==> src/hw/rtl/atrp_pkg.sv <==
`timescale 1ns / 1ps

package atrp_pkg;

    // field widths
    localparam int IN_W        = 16;
    localparam int OUT_W       = 17;
    localparam int SQ_W        = 32;
    // cordic operand width, holds magnitudes up to 2^45 with sign
    localparam int OP_W        = 48;
    // cordic working width, growth of about 1.65 over the operands
    localparam int CW          = 50;
    // angle accumulator, degrees * 2^32
    localparam int Z_W         = 41;
    localparam int PHI_W       = 42;
    localparam int ANG_W       = 40;
    // root remainder and partial result width
    localparam int RW          = 64;

    localparam int CORDIC_STEPS = 32;
    localparam int ROOT_STEPS   = 31;
    // operands are scaled up until one of them reaches 2^44
    localparam int NORM_LEN     = 45;

    localparam int ANGLE_FRAC_BITS_DEF = 8;
    localparam int QUEUE_DEPTH_DEF     = 2;

    localparam real DEG_PER_RAD = 57.295779513082320876798154814105;

    // one classified sample on its way to the back end
    typedef struct packed {
        logic                rp;
        logic signed [16:0]  dir_a;
        logic signed [15:0]  dir_b;
        logic signed [16:0]  num;
        logic [SQ_W-1:0]     sq_a;
        logic [SQ_W-1:0]     sq_b;
    } atrp_item_t;

    // queue status seen by the front and the top
    typedef struct packed {
        logic full;
        logic empty;
    } atrp_qstat_t;

    // atan(2^-step) in degrees * 2^32, evaluated at elaboration
    function automatic logic [ANG_W-1:0] cordic_angle(input int step);
        real t;
        real a;
        logic [ANG_W-1:0] res;
        t = 2.0 ** (-step);
        a = 0.0;
        res = '0;
        case (step)
            0: a = 0.785398163397448309616;
            1: a = 0.463647609000806116214;
            2: a = 0.244978663126864154172;
            3: a = 0.124354994546761435031;
            default: a = t - (t ** 3) / 3.0 + (t ** 5) / 5.0 - (t ** 7) / 7.0
                         + (t ** 9) / 9.0;
        endcase
        if (step == 0)
            res = ANG_W'(45) << 32;
        else
            res = a * DEG_PER_RAD * 4294967296.0;
        return res;
    endfunction

endpackage

==> src/hw/rtl/atrp_front.sv <==
`timescale 1ns / 1ps

module atrp_front
(
    input  logic                          clk,
    input  logic                          rst_n,
    input  logic                          start,
    input  logic signed [15:0]            accel_x,
    input  logic signed [15:0]            accel_y,
    input  logic signed [15:0]            accel_z,
    input  logic                          cfg_valid,
    output logic                          cfg_ready,
    input  logic                          cfg_data,
    input  atrp_pkg::atrp_qstat_t         qstat,
    output logic                          push,
    output atrp_pkg::atrp_item_t          item
);

    logic               lim_pitch_reg;
    logic               lim_pitch_next;
    logic signed [15:0] den_m;
    logic signed [31:0] prod_a;
    logic signed [31:0] prod_b;
    logic signed [16:0] neg_x;
    logic signed [16:0] ext_y;

    // mode register, always ready
    assign cfg_ready = 1'b1;

    always_comb
    begin
        lim_pitch_next = lim_pitch_reg;
        if (cfg_valid)
            lim_pitch_next = cfg_data;
    end

    always_ff @(posedge clk or negedge rst_n)
    begin
        if (!rst_n)
            lim_pitch_reg <= 1'b1;
        else
            lim_pitch_reg <= lim_pitch_next;
    end

    // accept when the queue has room
    assign push = start && !qstat.full;

    // pick operands for the direct atan2 and the atan over root
    always_comb
    begin
        neg_x  = 17'sd0 - $signed({accel_x[15], accel_x});
        ext_y  = $signed({accel_y[15], accel_y});
        den_m  = lim_pitch_reg ? accel_y : accel_x;
        prod_a = den_m * den_m;
        prod_b = accel_z * accel_z;

        item.rp    = lim_pitch_reg;
        item.dir_a = lim_pitch_reg ? ext_y : neg_x;
        item.dir_b = accel_z;
        item.num   = lim_pitch_reg ? neg_x : ext_y;
        item.sq_a  = unsigned'(prod_a);
        item.sq_b  = unsigned'(prod_b);
    end

endmodule

==> config.mk <==
export PLATFORM = sky130hd
export DESIGN_NAME = atrp_front
export DESIGN_NICKNAME = d
export VERILOG_FILES = /design/src/hw/rtl/atrp_pkg.sv /design/src/hw/rtl/atrp_front.sv
export SDC_FILE = /design/constraint.sdc
export NUM_CORES = 1
export LEC_CHECK = 0
export BUFFER_PORTS_ARGS = -buffer_cell sky130_fd_sc_hd__buf_2
export CAP_MARGIN = 20
export CORE_MARGIN = 1.5
export CORE_UTILIZATION = 64
export DETAILED_ROUTE_END_ITERATION = 10
export PLACE_DENSITY = 0.82
export SYNTH_ARGS = -nofsm -noshare
export SYNTH_HDL_FRONTEND = slang
export SYNTH_SLANG_ARGS = --single-unit
==> constraint.sdc <==
create_clock -name clk -period 7.96 [get_ports clk]
set_input_delay 0 -clock clk [delete_from_list [all_inputs] [get_ports clk]]
set_output_delay 0 -clock clk [all_outputs]
set_load 0.03 [all_outputs]
==> metrics.md <==
| Metric | Value |
|---|---|
| Die Y-Extent | 174.3 um |
| Status | finished clean |
| Max FFs per register | 1 |
| Register area share after synthesis | 0.1400% |
| CP arrival | 7.63 ns |
| Area delta synth->final | 6.231% |
| Fraction of registers with async set/reset | 100.0% |
| Pin slew with the least headroom to its limit | 1.003 ns |
| Clock slew at reported path FFs | 0 ns |
| Main synth FF type | dfstp_2 |
| Final hold violation count | 0 |
| Slew Viols, Final | 0 |
| Slew headroom | 32.99% |
| Crit. End Element | output pin |
| Largest net degree at the start of global routing | 24 |
| Hold Crit Class | in2reg |
| DR pass1 iterations | 5 |
| Synth Area per Inst | 8.724 um2 |
| R2r setup slk | 6.86 ns |
| Post-Synthesis Cells | 2152 |
| PortBufs | 167 |
| Max_cap viols | 0 |
| Initial drt markers | 774 |
| Initial antenna violation count | 0 |
| First-pass GRT wire length | 72640 um |
| # diodes | 0 |
| Vias per Instance | 5.339 |
| Period utilization | 95.85% |
| Clk_skew | 0 ns |
| Data required, critical path | 7.96 ns |
| Core area | 0.02878 mm2 |
| Mapped cell area | 0.01877 mm2 |
| Yosys warning total | 0 |
| Die area | 0.03037 mm2 |
| Gpl congestion | 0.9117 |
| Final Util | 69.30% |
| Wire per inst | 15.95 um |
| Synthesized flop and latch total | 1 |
| Fillers | 2222 |
| Yosys cell types | 64 |
| Endpoints failing setup | 0 |
| Critical path type | reg2out |
| Io pins | 172 |
| All-Layer GR Usage | 29.66% |
| Synth top area share | 50.44% |
| Setup Fix Bufs, Post-CTS | 0 |
| RSZ-0062 raised after global routing | false |
| CP max FO | 23 |
| Detailed Place HPWL | 37180 um |
| Clock Latency Late Sink | 0 ns |
| Initial Util | 65.23% |
| Final min period | 7.630 ns |
| Share of cells above drive strength 1 | 9.486% |
| Gr ovfl total | 0 |
| DRT antenna net count | 0 |
| Total negative slack | 0 ns |
| Die width | 174.3 um |
| Top cells by area, synth | fa_1 (50%), inv_1 (14%), ha_1 (12%) |
| CP startpoint kind | flip-flop |
| Fmax | 131.1 MHz |
| Layout Nets | 2981 |
| Drt total wl | 42430 um |
| # rows | 62 |
| DR vias | 14.21k |
| EDFF count, synth | 0 |
| Remaining DRCs | 0 |
| Vias in the first global route | 15.64k |
| Yosys top cell by area | fa_1 |
-- Yosys cell counts, drive strengths merged, types with 3 or more instances --
master and n:
a211oi 13, a21boi 14, a21o 31, a21oi 46, a31o 3, a31oi 3, and2 42, and3 6
buf 27, clkbuf 41, fa 473, ha 174, inv 689, mux2 3, nand2 198, nand2b 9
nand3 12, nand4 8, nor2 130, nor2b 9, nor3 15, o211ai 4, o21a 5, o21ai 57
o21bai 14, o31ai 3, xnor2 73, xor2 22
-- layer usage --
| metal | vias to the layer above | track usage [%] | part of all wire (%) |
|---|---|---|---|
| li1 | 6475 | - | - |
| met1 | 7123 | 38.61 | 39 |
| met2 | 494 | 52.61 | 51 |
| met3 | 114 | 3.040 | 6.3 |
| met4 | 0 | 8.836 | 3.0 |
| met5 | - | 0 | 0 |
-- through the flow --
stage / instances / setup slack (ns) / area [um2] / hold WS, ns
detailed placement: 2660 / 0.4493 / 19930 / -0.05961
global placement: 2660 / 0.5632 / 19930 / -0.06416
CTS: 2661 / 0.4214 / 19940 / 0.1770
global route: 2661 / 0.006035 / 19940 / 0.2053
finish: 2661 / 0.3301 / 19940 / 0.1728
floorplan: 2153 / 1.055 / 18780 / -0.1478
-- final cells by class --
class / instances / area (um2) / area share (%)
multi-input cells: 1393 / 15820 / 79.31
flip-flops and latches: 1 / 26.28 / 0.1317
well taps: 384 / 480.5 / 2.409
repair buffers: 192 / 1026 / 5.144
inverters: 691 / 2594 / 13.01
-- critical path: stages (launching register included) --
cell and delay, ns:
dfstp_2 0.36, buf_4 0.20, nand2_1 0.13, a21boi_1 0.82, nor2_1 0.27, fa_1 0.59, inv_1 0.05, fa_1 0.46
fa_1 0.52, inv_1 0.06, fa_1 0.50, fa_1 0.50, inv_1 0.05, fa_1 0.48, inv_1 0.04, ha_1 0.37
and3_1 0.18, nand3_1 0.15, o31ai_1 0.48, a21oi_2 0.15, o31ai_4 0.52, a211oi_1 0.15, o21bai_1 0.21, xnor2_1 0.15
buf_2 0.22
-- logic make-up after synthesis --
logic type	count (synthesis)	synth area share (%)
AO/OA/AOI/OAI	204	7.184
XOR/XNOR	95	4.432
adder cells (fa/ha/maj)	647	62.03
buffers and inverters	759	15.67
flip-flops	1	0.1400
multiplexers	4	0.2332
other	2	0.04000
AND/OR/NAND/NOR	440	10.27
-- worst paths after layout --
check	startpoint	end	depth (start not counted)
worst max-delay path	lim_pitch_reg	item[63]	24
worst min-delay path	cfg_valid	lim_pitch_reg	2
worst max register to register	lim_pitch_reg	lim_pitch_reg	3
worst min register to register	lim_pitch_reg	lim_pitch_reg	3
max in group asynchronous	rst_n	lim_pitch_reg	2
min in group asynchronous	rst_n	lim_pitch_reg	2
-- layout by cell type, fill, tap and decap left out, drive strengths merged, types with 8 or more instances in the layout --
| master | n |
|---|---|
| nand2b | 9 |
| a21o | 31 |
| a211oi | 13 |
| buf | 191 |
| xor2 | 22 |
| inv | 689 |
| nand2 | 198 |
| o21ai | 57 |
| fa | 473 |
| nor2b | 9 |
| a21oi | 46 |
| a21boi | 14 |
| xnor2 | 73 |
| nand3 | 12 |
| o21bai | 14 |
| ha | 174 |
| nor3 | 15 |
| nor2 | 130 |
| nand4 | 8 |
| and2 | 42 |
-- repair_timing --
action	CTS	global route
hold buffers	1	0
hold endpoints to repair	1	0
gates resized for setup	0	2
setup endpoints to repair	0	3
Power is not shown: default switching activity piles up to over one toggle a cycle in this logic, so the estimate is an artifact.
