File: src/hw/rtl/atrp_pkg.sv
`timescale 1ns / 1ps

package atrp_pkg;

    // field widths
    localparam int IN_W        = 16;
    localparam int OUT_W       = 17;
    localparam int SQ_W        = 32;
    // cordic operand width, holds magnitudes up to 2^45 with sign
    localparam int OP_W        = 48;
    // cordic working width, growth of about 1.65 over the operands
    localparam int CW          = 50;
    // angle accumulator, degrees * 2^32
    localparam int Z_W         = 41;
    localparam int PHI_W       = 42;
    localparam int ANG_W       = 40;
    // root remainder and partial result width
    localparam int RW          = 64;

    localparam int CORDIC_STEPS = 32;
    localparam int ROOT_STEPS   = 31;
    // operands are scaled up until one of them reaches 2^44
    localparam int NORM_LEN     = 45;

    localparam int ANGLE_FRAC_BITS_DEF = 8;
    localparam int QUEUE_DEPTH_DEF     = 2;

    localparam real DEG_PER_RAD = 57.295779513082320876798154814105;

    // one classified sample on its way to the back end
    typedef struct packed {
        logic                rp;
        logic signed [16:0]  dir_a;
        logic signed [15:0]  dir_b;
        logic signed [16:0]  num;
        logic [SQ_W-1:0]     sq_a;
        logic [SQ_W-1:0]     sq_b;
    } atrp_item_t;

    // queue status seen by the front and the top
    typedef struct packed {
        logic full;
        logic empty;
    } atrp_qstat_t;

    // atan(2^-step) in degrees * 2^32, evaluated at elaboration
    function automatic logic [ANG_W-1:0] cordic_angle(input int step);
        real t;
        real a;
        logic [ANG_W-1:0] res;
        t = 2.0 ** (-step);
        a = 0.0;
        res = '0;
        case (step)
            0: a = 0.785398163397448309616;
            1: a = 0.463647609000806116214;
            2: a = 0.244978663126864154172;
            3: a = 0.124354994546761435031;
            default: a = t - (t ** 3) / 3.0 + (t ** 5) / 5.0 - (t ** 7) / 7.0
                         + (t ** 9) / 9.0;
        endcase
        if (step == 0)
            res = ANG_W'(45) << 32;
        else
            res = a * DEG_PER_RAD * 4294967296.0;
        return res;
    endfunction

endpackage

File: src/hw/rtl/atrp_queue.sv
`timescale 1ns / 1ps

module atrp_queue
#(
    parameter int DEPTH = atrp_pkg::QUEUE_DEPTH_DEF
)
(
    input  logic                  clk,
    input  logic                  rst_n,
    input  logic                  push,
    input  atrp_pkg::atrp_item_t  push_item,
    input  logic                  pop,
    output atrp_pkg::atrp_item_t  head,
    output atrp_pkg::atrp_qstat_t status
);

    localparam int PTR_W = (DEPTH > 1) ? $clog2(DEPTH) : 1;
    localparam int CNT_W = $clog2(DEPTH + 1);

    atrp_pkg::atrp_item_t mem_reg [DEPTH];
    logic [PTR_W-1:0]     wr_ptr_reg;
    logic [PTR_W-1:0]     wr_ptr_next;
    logic [PTR_W-1:0]     rd_ptr_reg;
    logic [PTR_W-1:0]     rd_ptr_next;
    logic [CNT_W-1:0]     count_reg;
    logic [CNT_W-1:0]     count_next;

    // storage
    always_ff @(posedge clk)
    begin
        if (push)
            mem_reg[wr_ptr_reg] <= push_item;
    end

    assign head         = mem_reg[rd_ptr_reg];
    assign status.empty = (count_reg == '0);
    assign status.full  = (count_reg == CNT_W'(DEPTH));

    // pointer and fill count
    always_comb
    begin
        wr_ptr_next = wr_ptr_reg;
        rd_ptr_next = rd_ptr_reg;
        count_next  = count_reg;
        if (push)
            wr_ptr_next = (wr_ptr_reg == PTR_W'(DEPTH - 1)) ? '0 : wr_ptr_reg + 1'b1;
        if (pop)
            rd_ptr_next = (rd_ptr_reg == PTR_W'(DEPTH - 1)) ? '0 : rd_ptr_reg + 1'b1;
        if (push && !pop)
            count_next = count_reg + 1'b1;
        else if (pop && !push)
            count_next = count_reg - 1'b1;
    end

    always_ff @(posedge clk or negedge rst_n)
    begin
        if (!rst_n)
        begin
            wr_ptr_reg <= '0;
            rd_ptr_reg <= '0;
            count_reg  <= '0;
        end
        else
        begin
            wr_ptr_reg <= wr_ptr_next;
            rd_ptr_reg <= rd_ptr_next;
            count_reg  <= count_next;
        end
    end

endmodule

File: config.mk
export PLATFORM = sky130hd
export DESIGN_NAME = atrp_queue
export DESIGN_NICKNAME = d
export VERILOG_FILES = /design/src/hw/rtl/atrp_pkg.sv /design/src/hw/rtl/atrp_queue.sv
export SDC_FILE = /design/constraint.sdc
export NUM_CORES = 1
export LEC_CHECK = 0
export ABC_CLOCK_PERIOD_IN_PS = 8100
export BUFFER_PORTS_ARGS = -buffer_cell sky130_fd_sc_hd__buf_2
export CAP_MARGIN = 20
export CORE_MARGIN = 3
export CORE_UTILIZATION = 40
export DETAILED_ROUTE_END_ITERATION = 7
export PLACE_DENSITY = 0.65
export SYNTH_ARGS = -nofsm -noshare
export SYNTH_HDL_FRONTEND = slang
export SYNTH_SLANG_ARGS = --single-unit
File: constraint.sdc
create_clock -name clk -period 8.1 [get_ports clk]
set_clock_uncertainty 0.05 [all_clocks]
set_input_delay 0 -clock clk [delete_from_list [all_inputs] [get_ports clk]]
set_output_delay 0 -clock clk [all_outputs]
set_load 0.02 [all_outputs]
==> results.md, run 1 <==
- First-pass GRT wire length: 27,900 um
- Wire per inst: 16.9 um
- CTS Buffer Depth: 3
- Num ports: 236
- Die H: 153 um
- Sequential cell area: 0.00701 sq mm
- Hold_ws: between 150 and 200 ps
- Final setup viols: 0
- Rows: 53
- Die Wd: 153 um
- Worst skew pair latency: 500 ps
- Via Count: roughly 4,800
- Post-CTS sizing: 0
- PD cells: roughly 330 mW/mm^2
- Largest net degree at the start of global routing: 74
- Peak supply drop: ~180 uV
- Min-delay src: push_item[113]
- DR pass1 iterations: 4
- Yosys cell types: 13
- Leak Pwr: 4.70 nW
- Fill count: 1,606
- Share of layout cells above drive strength 1: 0.511
- Layout area overhead: 39.6%
- Ant diodes: 0
- Initial core utilization: 0.408
- Final worst path period need: approximately 2400 ps
- TritonCTS Buffers: 25
- Yosys warnings: 0
- Final ANT Viol Nets: 0
- CTS Sinks: 234
- Max-slew violation count: 0
- Initial drt markers: 235
- Final nets: 867
- Cell count of the worst hold path: 2
- Cells after synthesis: approximately 370
- GPL Wtd Cong: 0.747
- Critical path type: reg2reg
- Residual DRC: 0
- Max reg flops: 230
- Max cap viols: 0
- H-tree depth: 1
- Clock slew at reported path FFs: roughly 60 ps
- Worst EP arrival: 2430 ps
- Multi-input gate area: around 0.0015 sq mm
- PortBufs: 235
- Slew margin rel.: 0.377
- Yosys reg bits: approximately 230
- Core area: approximately 0.021 sq mm
- Reg2Reg Depth: 2
- Commonest non-fill, non-tap cell in the layout: buf_2
- Seq/Total Area, Yosys: 0.811
- DP Wirelength: 10,800 um
- Tcrit/Tclk final: 0.291
- Post-Syn Area: 0.00864 sq mm
- CTS tree: done
- Via density: between 4 and 5
- Gr ovfl total: 0
- Critical path origin: wr_ptr_reg$_DFFE_PN0P_
- Initial antenna violation count: 0
- Maximum achievable frequency: 424 MHz
- Sum Neg Setup Slack: 0 ps
- Final Hold Fails: 0
- Clock Tree Root: clkbuf_16
- Hold crit path type: in2reg
- Drt total wl: 17,600 um
- Crit Path Max Fanout: around 70
- Syn Nets: 494
- GRT Util Overall: 0.146
- Die ar.: between 0.02 and 0.025 sq mm
- RR Startpoint: wr_ptr_reg$_DFFE_PN0P_
- Average size of a mapped cell: 23.1 sq um
- Most frequent cells in the layout: buf_2, edfxtp_1, dlygate4sd3_1
- Startpoint Class: flip-flop
- Status: completed
- Setup crit end kind: flip-flop
- Worst-Margin Slew: 935 ps
- RSZ-0062 raised after global routing: no
- Required @ worst endpoint: 8170 ps
- Vias in the first global route: 5,212
-- Yosys cell counts --
cell type | instances | share of area
nor2_1 | 2 | 0.00087
and2_1 | 1 | 0.00072
mux2_4 | 40 | 0.070
mux2_2 | 75 | 0.098
nor2b_1 | 2 | 0.0014
xor2_1 | 4 | 0.0041
inv_1 | 1 | 0.00043
buf_2 | 7 | 0.0041
ha_1 | 1 | 0.0014
edfxtp_1 | 230 | 0.80
xnor2_1 | 1 | 0.0010
buf_6 | 6 | 0.0078
dfrtp_1 | 4 | 0.012
-- layout make-up --
| cell class | instances | area share |
|---|---|---|
| Clock buffer | 29 | 0.0531 |
| Timing Repair Buffer | 359 | 0.201 |
| Inverter | 1 | 0.000311 |
| Sequential cell | 234 | 0.581 |
| Tap cell | 275 | 0.0285 |
| Clock inverter | 16 | 0.00850 |
| Multi-Input combinational cell | 126 | 0.127 |
-- through the flow --
| stage | util | worst slack, ps | instance area (sq um) | total power, mW | cells |
|---|---|---|---|---|---|
| after floorplan | - | 1960 | 8640 | 2.65 | 374 |
| after global placement | 0.478 | 5600 | 10100 | 2.97 | 875 |
| final | 0.570 | 5740 | 12100 | 4.04 | 1040 |
| after detailed placement | 0.478 | 5540 | 10100 | 2.99 | 875 |
| after global routing | 0.570 | 5560 | 12100 | 4.24 | 1040 |
| after CTS | 0.569 | 4990 | 12000 | 4.08 | 1039 |
-- what timing repair did --
action | in CTS | in global routing
buffers inserted | 0 | 0
endpoints found under the hold margin | 238 | 0
hold buffers | 119 | 0
-- cell families after synthesis --
| kind of cell | after synthesis | share of synthesized area |
|---|---|---|
| adders and majority gates | 1 | 0.00145 |
| xor gates and xnor gates | 5 | 0.00507 |
| and+or+nand+nor | 5 | 0.00304 |
| buffers and inverters | 14 | 0.0123 |
| muxes | 115 | 0.167 |
| DFF | 234 | 0.811 |
-- worst max-delay path: stages, from the launching register on --
cell	delay (ps)
dfrtp_1	420
and2_4	610
buf_4	830
-- path summary, 6_finish.rpt --
path,slack [ps],endpoint
max,5740,mem_reg[1][79]$_DFFE_PP_
min,170,mem_reg[0][113]$_DFFE_PP_
max reg2reg,5740,mem_reg[1][79]$_DFFE_PP_
min reg2reg,460,count_reg[1]$_DFFE_PN0P_
max in group asynchronous,7420,rd_ptr_reg$_DFFE_PN0P_
min in group asynchronous,390,rd_ptr_reg$_DFFE_PN0P_
-- per-layer routing --
metal | routed length [um] | up-vias | global-route usage
li1 | - | 2237 | -
met3 | 1270 | 38 | 0.0402
met5 | 0 | - | 0
met1 | 7290 | 2349 | 0.188
met4 | 429 | 0 | 0.0420
met2 | 8610 | 198 | 0.246
-- power by group --
group	switching, mW	internal, mW	leakage [nW]
clock network	0.435	0.596	0.368
registers	0.0735	1.61	2.20
logic	0.760	0.563	2.13
Power figures use the tool's default switching activity.
==> run 2: changes to the inputs <==
- ABC_CLOCK_PERIOD_IN_PS: 8100 -> 2300
- clock period: 8.1 -> 2.3 ns (I/O delays scaled with it)
==> results.md, run 2 (same netlist as run 1, synthesis figures left out) <==
- Status: completed (unchanged)
- Initial drt markers: 193 (was 235)
- Worst-Margin Slew: 494 ps (was 935 ps)
- Comb power frac: 0.335 (was 0.328)
- CTS Buffer Depth: 3 (unchanged)
- Overall power: 14.4 mW (was 4.04 mW)
- First-pass GRT wire length: 27,300 um (was 27,900 um)
- Gr ovfl total: 0 (unchanged)
- Num ports: 236 (unchanged)
- Clk network pwr share: 0.258 (was 0.255)
- Max-slew violation count: 0 (unchanged)
- GRT Util Overall: 0.145 (was 0.146)
- Most frequent cells in the layout: buf_2, edfxtp_1, dlygate4sd3_1 (unchanged)
- Final setup viols: 0 (unchanged)
- PD cells: 1180 mW/mm^2 (was 335 mW/mm^2)
- Maximum achievable frequency: about 510 MHz
- Initial antenna violation count: 0 (unchanged)
- Final nets: 868 (was 867)
- Tcrit/Tclk final: 0.852
- Max cap viols: 0 (unchanged)
- Internal: 9.93 mW (was 2.77 mW)
- H-tree depth: 1 (unchanged)
- TritonCTS Buffers: 24 (was 25)
- Largest net degree at the start of global routing: 60 (was 74)
- Worst skew pair latency: 500 ps (about the same)
- Commonest non-fill, non-tap cell in the layout: buf_2 (unchanged)
- Slew margin rel.: 0.670 (was 0.377)
- DP Wirelength: 10,600 um (was 10,800 um)
- Vias in the first global route: 5,244 (was 5,212)
- Ant diodes: 0 (unchanged)
- Flop pwr share: 0.407 (was 0.417)
- Peak supply drop: 782 uV (was 182 uV)
- Die Wd: 153 um (unchanged)
- Layout area overhead: 40.8% (was 39.6%)
- Residual DRC: 0 (unchanged)
- Max reg flops: 230 (unchanged)
- Required @ worst endpoint: 2250 ps (was 8170 ps)
- Final ANT Viol Nets: 0 (unchanged)
- Final worst path period need: 1960 ps
- Crit Path Max Fanout: 59 (was 69)
- CTS tree: done (unchanged)
- RSZ-0062 raised after global routing: no (unchanged)
- Share of layout cells above drive strength 1: 0.515 (was 0.511)
- Sum Neg Setup Slack: 0 ps (unchanged)
- Hold crit path type: in2reg (unchanged)
- Initial core utilization: 0.408 (unchanged)
- DR pass1 iterations: 4 (unchanged)
- Setup crit end kind: primary output (was flip-flop)
- Post-CTS Setup Bufs: 0 (unchanged)
- Clock slew at reported path FFs: 60 ps (about the same)
- Net Sw Frac: 0.310 (was 0.314)
- Leak Pwr: 4.73 nW (was 4.70 nW)
- Via Count: 4,726 (was 4,822)
- Die ar.: 0.0234 sq mm (unchanged)
- Die H: 153 um (unchanged)
- Final Hold Fails: 0 (unchanged)
- Critical path type: reg2out (was reg2reg)
- Fin util: 0.575 (was 0.570)
- Startpoint Class: flip-flop (unchanged)
- Post-CTS sizing: 0 (unchanged)
- Clock Tree Root: clkbuf_16 (unchanged)
- Psw: 4.46 mW (was 1.27 mW)
- Core area: 0.0212 sq mm (unchanged)
- Via density: 4.55 (was 4.64)
- Drt total wl: 17,500 um (was 17,600 um)
- Wire per inst: 16.9 um (about the same)
- CTS Sinks: 234 (unchanged)
- Hold_ws: 173 ps (was 172 ps)
- GPL Wtd Cong: 0.738 (was 0.747)
- Worst EP arrival: 1910 ps (was 2430 ps)
- Rows: 53 (unchanged)
- PortBufs: 235 (unchanged)
[run 2: cell count changes in the layout (fill, tap and decap cells not counted), sizes merged]
cell      delta
clkinvlp     +2
bufinv       +1
clkinv       -6
inv          -1
buf          +2
[run 2: metal layers]
layer  part of all wire  GRT usage
met5                  0          0
met4              0.031     0.0522
met3              0.077     0.0399
met2               0.51      0.259
met1               0.38      0.168
[run 2: layout make-up]
| class | count | area (sq um) |
|---|---|---|
| tap | 275 | 344 |
| clock buffer | 29 | 641 |
| timing repair buffer | 361 | 2510 |
| inverter | 1 | 3.75 |
| multi-input combinational | 126 | 1540 |
| clock inverter | 12 | 121 |
| fill | 1581 | 8990 |
| sequential | 234 | 7010 |
[run 2: timing repair]
action	4_1_cts	5_1_grt
endpoints found under the setup margin	0	0
hold buffers	119	0
endpoints found under the hold margin	248	0
[run 2: path summary, 6_finish.rpt]
path                                           from                   endpoint  slack, ps  cells after the start
setup / recovery             rd_ptr_reg$_DFFE_PN0P_                  head[103]        340                      3
hold / removal                        push_item[90]   mem_reg[0][90]$_DFFE_PP_        170                      2
setup reg to reg             wr_ptr_reg$_DFFE_PN0P_  mem_reg[1][103]$_DFFE_PP_        680                      2
hold reg to reg            count_reg[1]$_DFFE_PN0P_   count_reg[1]$_DFFE_PN0P_        450                      1
max in group asynchronous                     rst_n     rd_ptr_reg$_DFFE_PN0P_       1650                      3
min in group asynchronous                     rst_n     rd_ptr_reg$_DFFE_PN0P_        360                      3
[run 2: per-stage QoR]
step | setup slack, ps | cells | instance area (sq um)
finish | 340 | 1038 | 12200
floorplan | -303 | 374 | 8650
global placement | 685 | 878 | 10200
CTS | 310 | 1038 | 12200
global route | 279 | 1038 | 12200
detailed placement | 670 | 878 | 10200
[run 2: power by group through the flow]
stage                     Combinational, mW  Clock [mW]  Sequential (mW)
after CTS                              4.89        3.83             5.87
after global placement                 4.67           0             5.90
final                                  4.82        3.71             5.86
after global routing                   5.13        3.99             5.94
after detailed placement               4.71           0             5.96
after floorplan                        3.33           0             5.92
[run 2: critical path, stage by stage (launching register included)]
cell and delay (ps):
dfrtp_4 440, buf_12 320, mux2_2 410, buf_2 170
==> run 3: changes to the inputs <==
- ABC_AREA: unset -> 1
- ABC_CLOCK_PERIOD_IN_PS: 2300 -> 2000
- PLACE_DENSITY: 0.65 -> unset
- PLACE_DENSITY_LB_ADDON: unset -> 0.12
- clock period: 2.3 -> 2 ns (I/O delays scaled with it)
==> results.md, run 3 <==
- Seq/Total Area, Yosys: 0.809 (was 0.811)
- Largest net degree at the start of global routing: 59 (was 60)
- Post-Synth Adder-Cell Area: 0.00144 (was 0.00145)
- GPL Wtd Cong: 0.741 (was 0.738)
- Die ar.: 0.0235 sq mm (was 0.0234 sq mm)
- XOR/XNOR share of the synthesized area: 0.00303 (was 0.00507)
- Slew margin rel.: 0.760 (was 0.670)
- Num ports: 236 (unchanged)
- Yosys warnings: 0 (unchanged)
- Post-Place Cells: 888 (was 878)
- Final setup viols: 0 (unchanged)
- Startpoint Class: flip-flop (unchanged)
- Routed wl met2: 8670 um (was 8940 um)
- First-pass GRT wire length: 28,100 um (was 27,300 um)
- Post-Syn Area: 0.00866 sq mm (was 0.00864 sq mm)
- CP delay by family, top: flip-flops (was buffers and inverters)
- Commonest non-fill, non-tap cell in the layout: buf_2 (unchanged)
- TritonCTS Buffers: 25 (was 24)
- Required @ worst endpoint: 1950 ps (was 2250 ps)
- Leak Pwr: 4.81 nW (was 4.73 nW)
- Final nets: 881 (was 868)
- Gr ovfl total: 0 (unchanged)
- Fin cells: 1,054 (was 1,038)
- Setup crit end kind: primary output (unchanged)
- Top_reg_cell synth: edfxtp_1 (unchanged)
- Layout area overhead: 42.1% (was 40.8%)
- Comb power frac: 0.339 (was 0.335)
- Initial core utilization: 0.409 (was 0.408)
- Die H: 153 um (about the same)
- DP Wirelength: 11,100 um (was 10,600 um)
- CP peak stage delay: 500 ps (was 440 ps)
- Number of synthesized flops with an enable pin: 230 (unchanged)
- Clock Tree Root: clkbuf_16 (unchanged)
- Worst skew pair latency: 500 ps (about the same)
- Bufs and invs on worst path: 2 (unchanged)
- RSZ-0062 raised after global routing: yes (was no)
- Final Hold Fails: 0 (unchanged)
- Die Wd: 153 um (about the same)
- Vias in the first global route: 5,304 (was 5,244)
- Via density: 4.63 (was 4.55)
- Initial drt markers: 232 (was 193)
- PortBufs: 235 (unchanged)
- CTS Buffer Depth: 3 (unchanged)
- Final ANT Viol Nets: 0 (unchanged)
- Residual DRC: 0 (unchanged)
- Clk network pwr share: 0.262 (was 0.258)
- Ant diodes: 0 (unchanged)
- Max Used Layer: met4 (unchanged)
- Flop pwr share: 0.399 (was 0.407)
- Crit-path cells: buf_16 -> mux2_2 -> buf_2 (was buf_12 -> mux2_2 -> buf_2)
- Multiplexer share of the synthesized area: 0.167 (about the same)
- Core area: 0.0212 sq mm (unchanged)
- Worst-Margin Slew: 361 ps (was 494 ps)
- Yosys cell types: 14 (was 13)
- GRT Util Overall: 0.149 (was 0.145)
- Critical path type: reg2out (unchanged)
- Final worst path period need: 1960 ps
- Top cells by area, synth: edfxtp_1, mux2_2, mux2_4, dfrtp_1, buf_6 (unchanged)
- Internal: 11.7 mW (was 9.93 mW)
- Max-slew violation count: 0 (unchanged)
- Largest family of logic cells by synthesized area: multiplexers (unchanged)
- Psw: 5.26 mW (was 4.46 mW)
- Drt total wl: 18,000 um (was 17,500 um)
- H-tree depth: 1 (unchanged)
- Via Count: 4,878 (was 4,726)
- Peak supply drop: 698 uV (was 782 uV)
- Most numerous cell in the Yosys netlist: edfxtp_1 (unchanged)
- Hold crit path type: in2reg (unchanged)
- Overall power: 17.0 mW (was 14.4 mW)
- Slowest CP cell: dfrtp_4 (unchanged)
- Asr flop ratio synth: 0.0171 (unchanged)
- Clock slew at reported path FFs: 60 ps (about the same)
- Wire per inst: 17.1 um (was 16.9 um)
- CTS Sinks: 234 (unchanged)
- Net Sw Frac: 0.310 (about the same)
- Most frequent cells in the layout: buf_2, edfxtp_1, dlygate4sd3_1 (unchanged)
- Met3 WL: 1420 um (was 1350 um)
- Max reg flops: 230 (unchanged)
- Tcrit/Tclk final: 0.981
- DR pass1 iterations: 4 (unchanged)
- Post-Route M1 WL: 7530 um (was 6700 um)
- Maximum achievable frequency: about 500 MHz
- Post-synth top area share: 0.797 (was 0.799)
- Sum Neg Setup Slack: 0 ps (unchanged)
- Average size of a mapped cell: 22.6 sq um (was 23.1 sq um)
- Rows: 53 (unchanged)
- Syn Nets: 503 (was 494)
- Crit Path Max Fanout: 54 (was 59)
- Status: completed (unchanged)
- Synth Area in Compound Gates: 0 (unchanged)
- PD cells: 1380 mW/mm^2 (was 1180 mW/mm^2)
- Cells after synthesis: 383 (was 374)
- Hold_ws: 168 ps (was 173 ps)
- Post-synthesis simple-gate area fraction: 0.00477 (was 0.00304)
- Yosys reg bits: 234 (unchanged)
- Max cap viols: 0 (unchanged)
- Synth area leader: edfxtp_1 (unchanged)
- Post-synth top cells: edfxtp_1, mux2_2, mux2_4, buf_2, inv_1 (was edfxtp_1, mux2_2, mux2_4, buf_2, buf_6)
- Fin util: 0.582 (was 0.575)
- Share of layout cells above drive strength 1: 0.516 (was 0.515)
- CTS tree: done (unchanged)
- Worst EP arrival: 1910 ps (about the same)
- Initial antenna violation count: 0 (unchanged)
-- run 3: cell count changes after synthesis, sizes merged --
cell	change
and2	-1
inv	+6
nand2	+5
nand3	+1
nand4	+1
nor2	+1
nor2b	-2
xor2	-2
-- run 3: cells by family after synthesis --
kind of cell               Yosys count
muxes                              115
adders and majority gates            1
DFF                                234
buffers and inverters               20
and+or+nand+nor                     10
xor gates and xnor gates             3
-- run 3: per-layer routing --
metal / GRT usage / vias to the layer above
met3: 0.0405 / 30
met5: 0 / -
met2: 0.254 / 181
li1: - / 2278
met4: 0.0403 / 0
met1: 0.190 / 2389
-- run 3: metrics by stage --
stage | setup WS (ps) | cell area (sq um)
2_1_floorplan | -628 | 8670
5_1_grt | -33.3 | 12300
4_1_cts | -13.2 | 12300
3_5_place_dp | 427 | 10200
6_report | 38.7 | 12300
3_3_place_gp | 422 | 10200
-- run 3: area by class of cell --
class / instances / area [sq um]
sequential: 234 / 7010
timing repair buffer: 364 / 2570
multi-input combinational: 129 / 1550
clock buffer: 28 / 637
clock inverter: 17 / 168
fill: 1629 / 8850
inverter: 7 / 30.0
tap: 275 / 344
-- run 3: repair_timing --
item                                    4_1_cts  5_1_grt
endpoints found under the hold margin       238        0
gates cloned                                  1        0
setup buffers                                 1        0
resized for setup                             5        0
endpoints found under the setup margin      102       36
hold buffers                                119        0
pin swaps                                     0        0
-- run 3: power by group through the flow --
stage,Combinational [mW],Sequential (mW),Clock [mW]
floorplan,3.84,6.81,0
global placement,5.41,6.86,0
detailed placement,5.44,6.91,0
CTS,5.86,6.78,4.61
global route,6.11,6.85,4.80
finish,5.75,6.76,4.45
-- run 3: final timing paths --
check,from,end,slack (ps),depth (start not counted)
worst max-delay path,rd_ptr_reg$_DFFE_PN0P_,head[45],40,3
worst min-delay path,push_item[30],mem_reg[1][30]$_DFFE_PP_,170,2
worst max register to register,wr_ptr_reg$_DFFE_PN0P_,mem_reg[0][55]$_DFFE_PP_,630,2
worst min register to register,count_reg[1]$_DFFE_PN0P_,count_reg[1]$_DFFE_PN0P_,470,2
max in group asynchronous,rst_n,rd_ptr_reg$_DFFE_PN0P_,1330,3
min in group asynchronous,rst_n,count_reg[0]$_DFFE_PN0P_,350,3
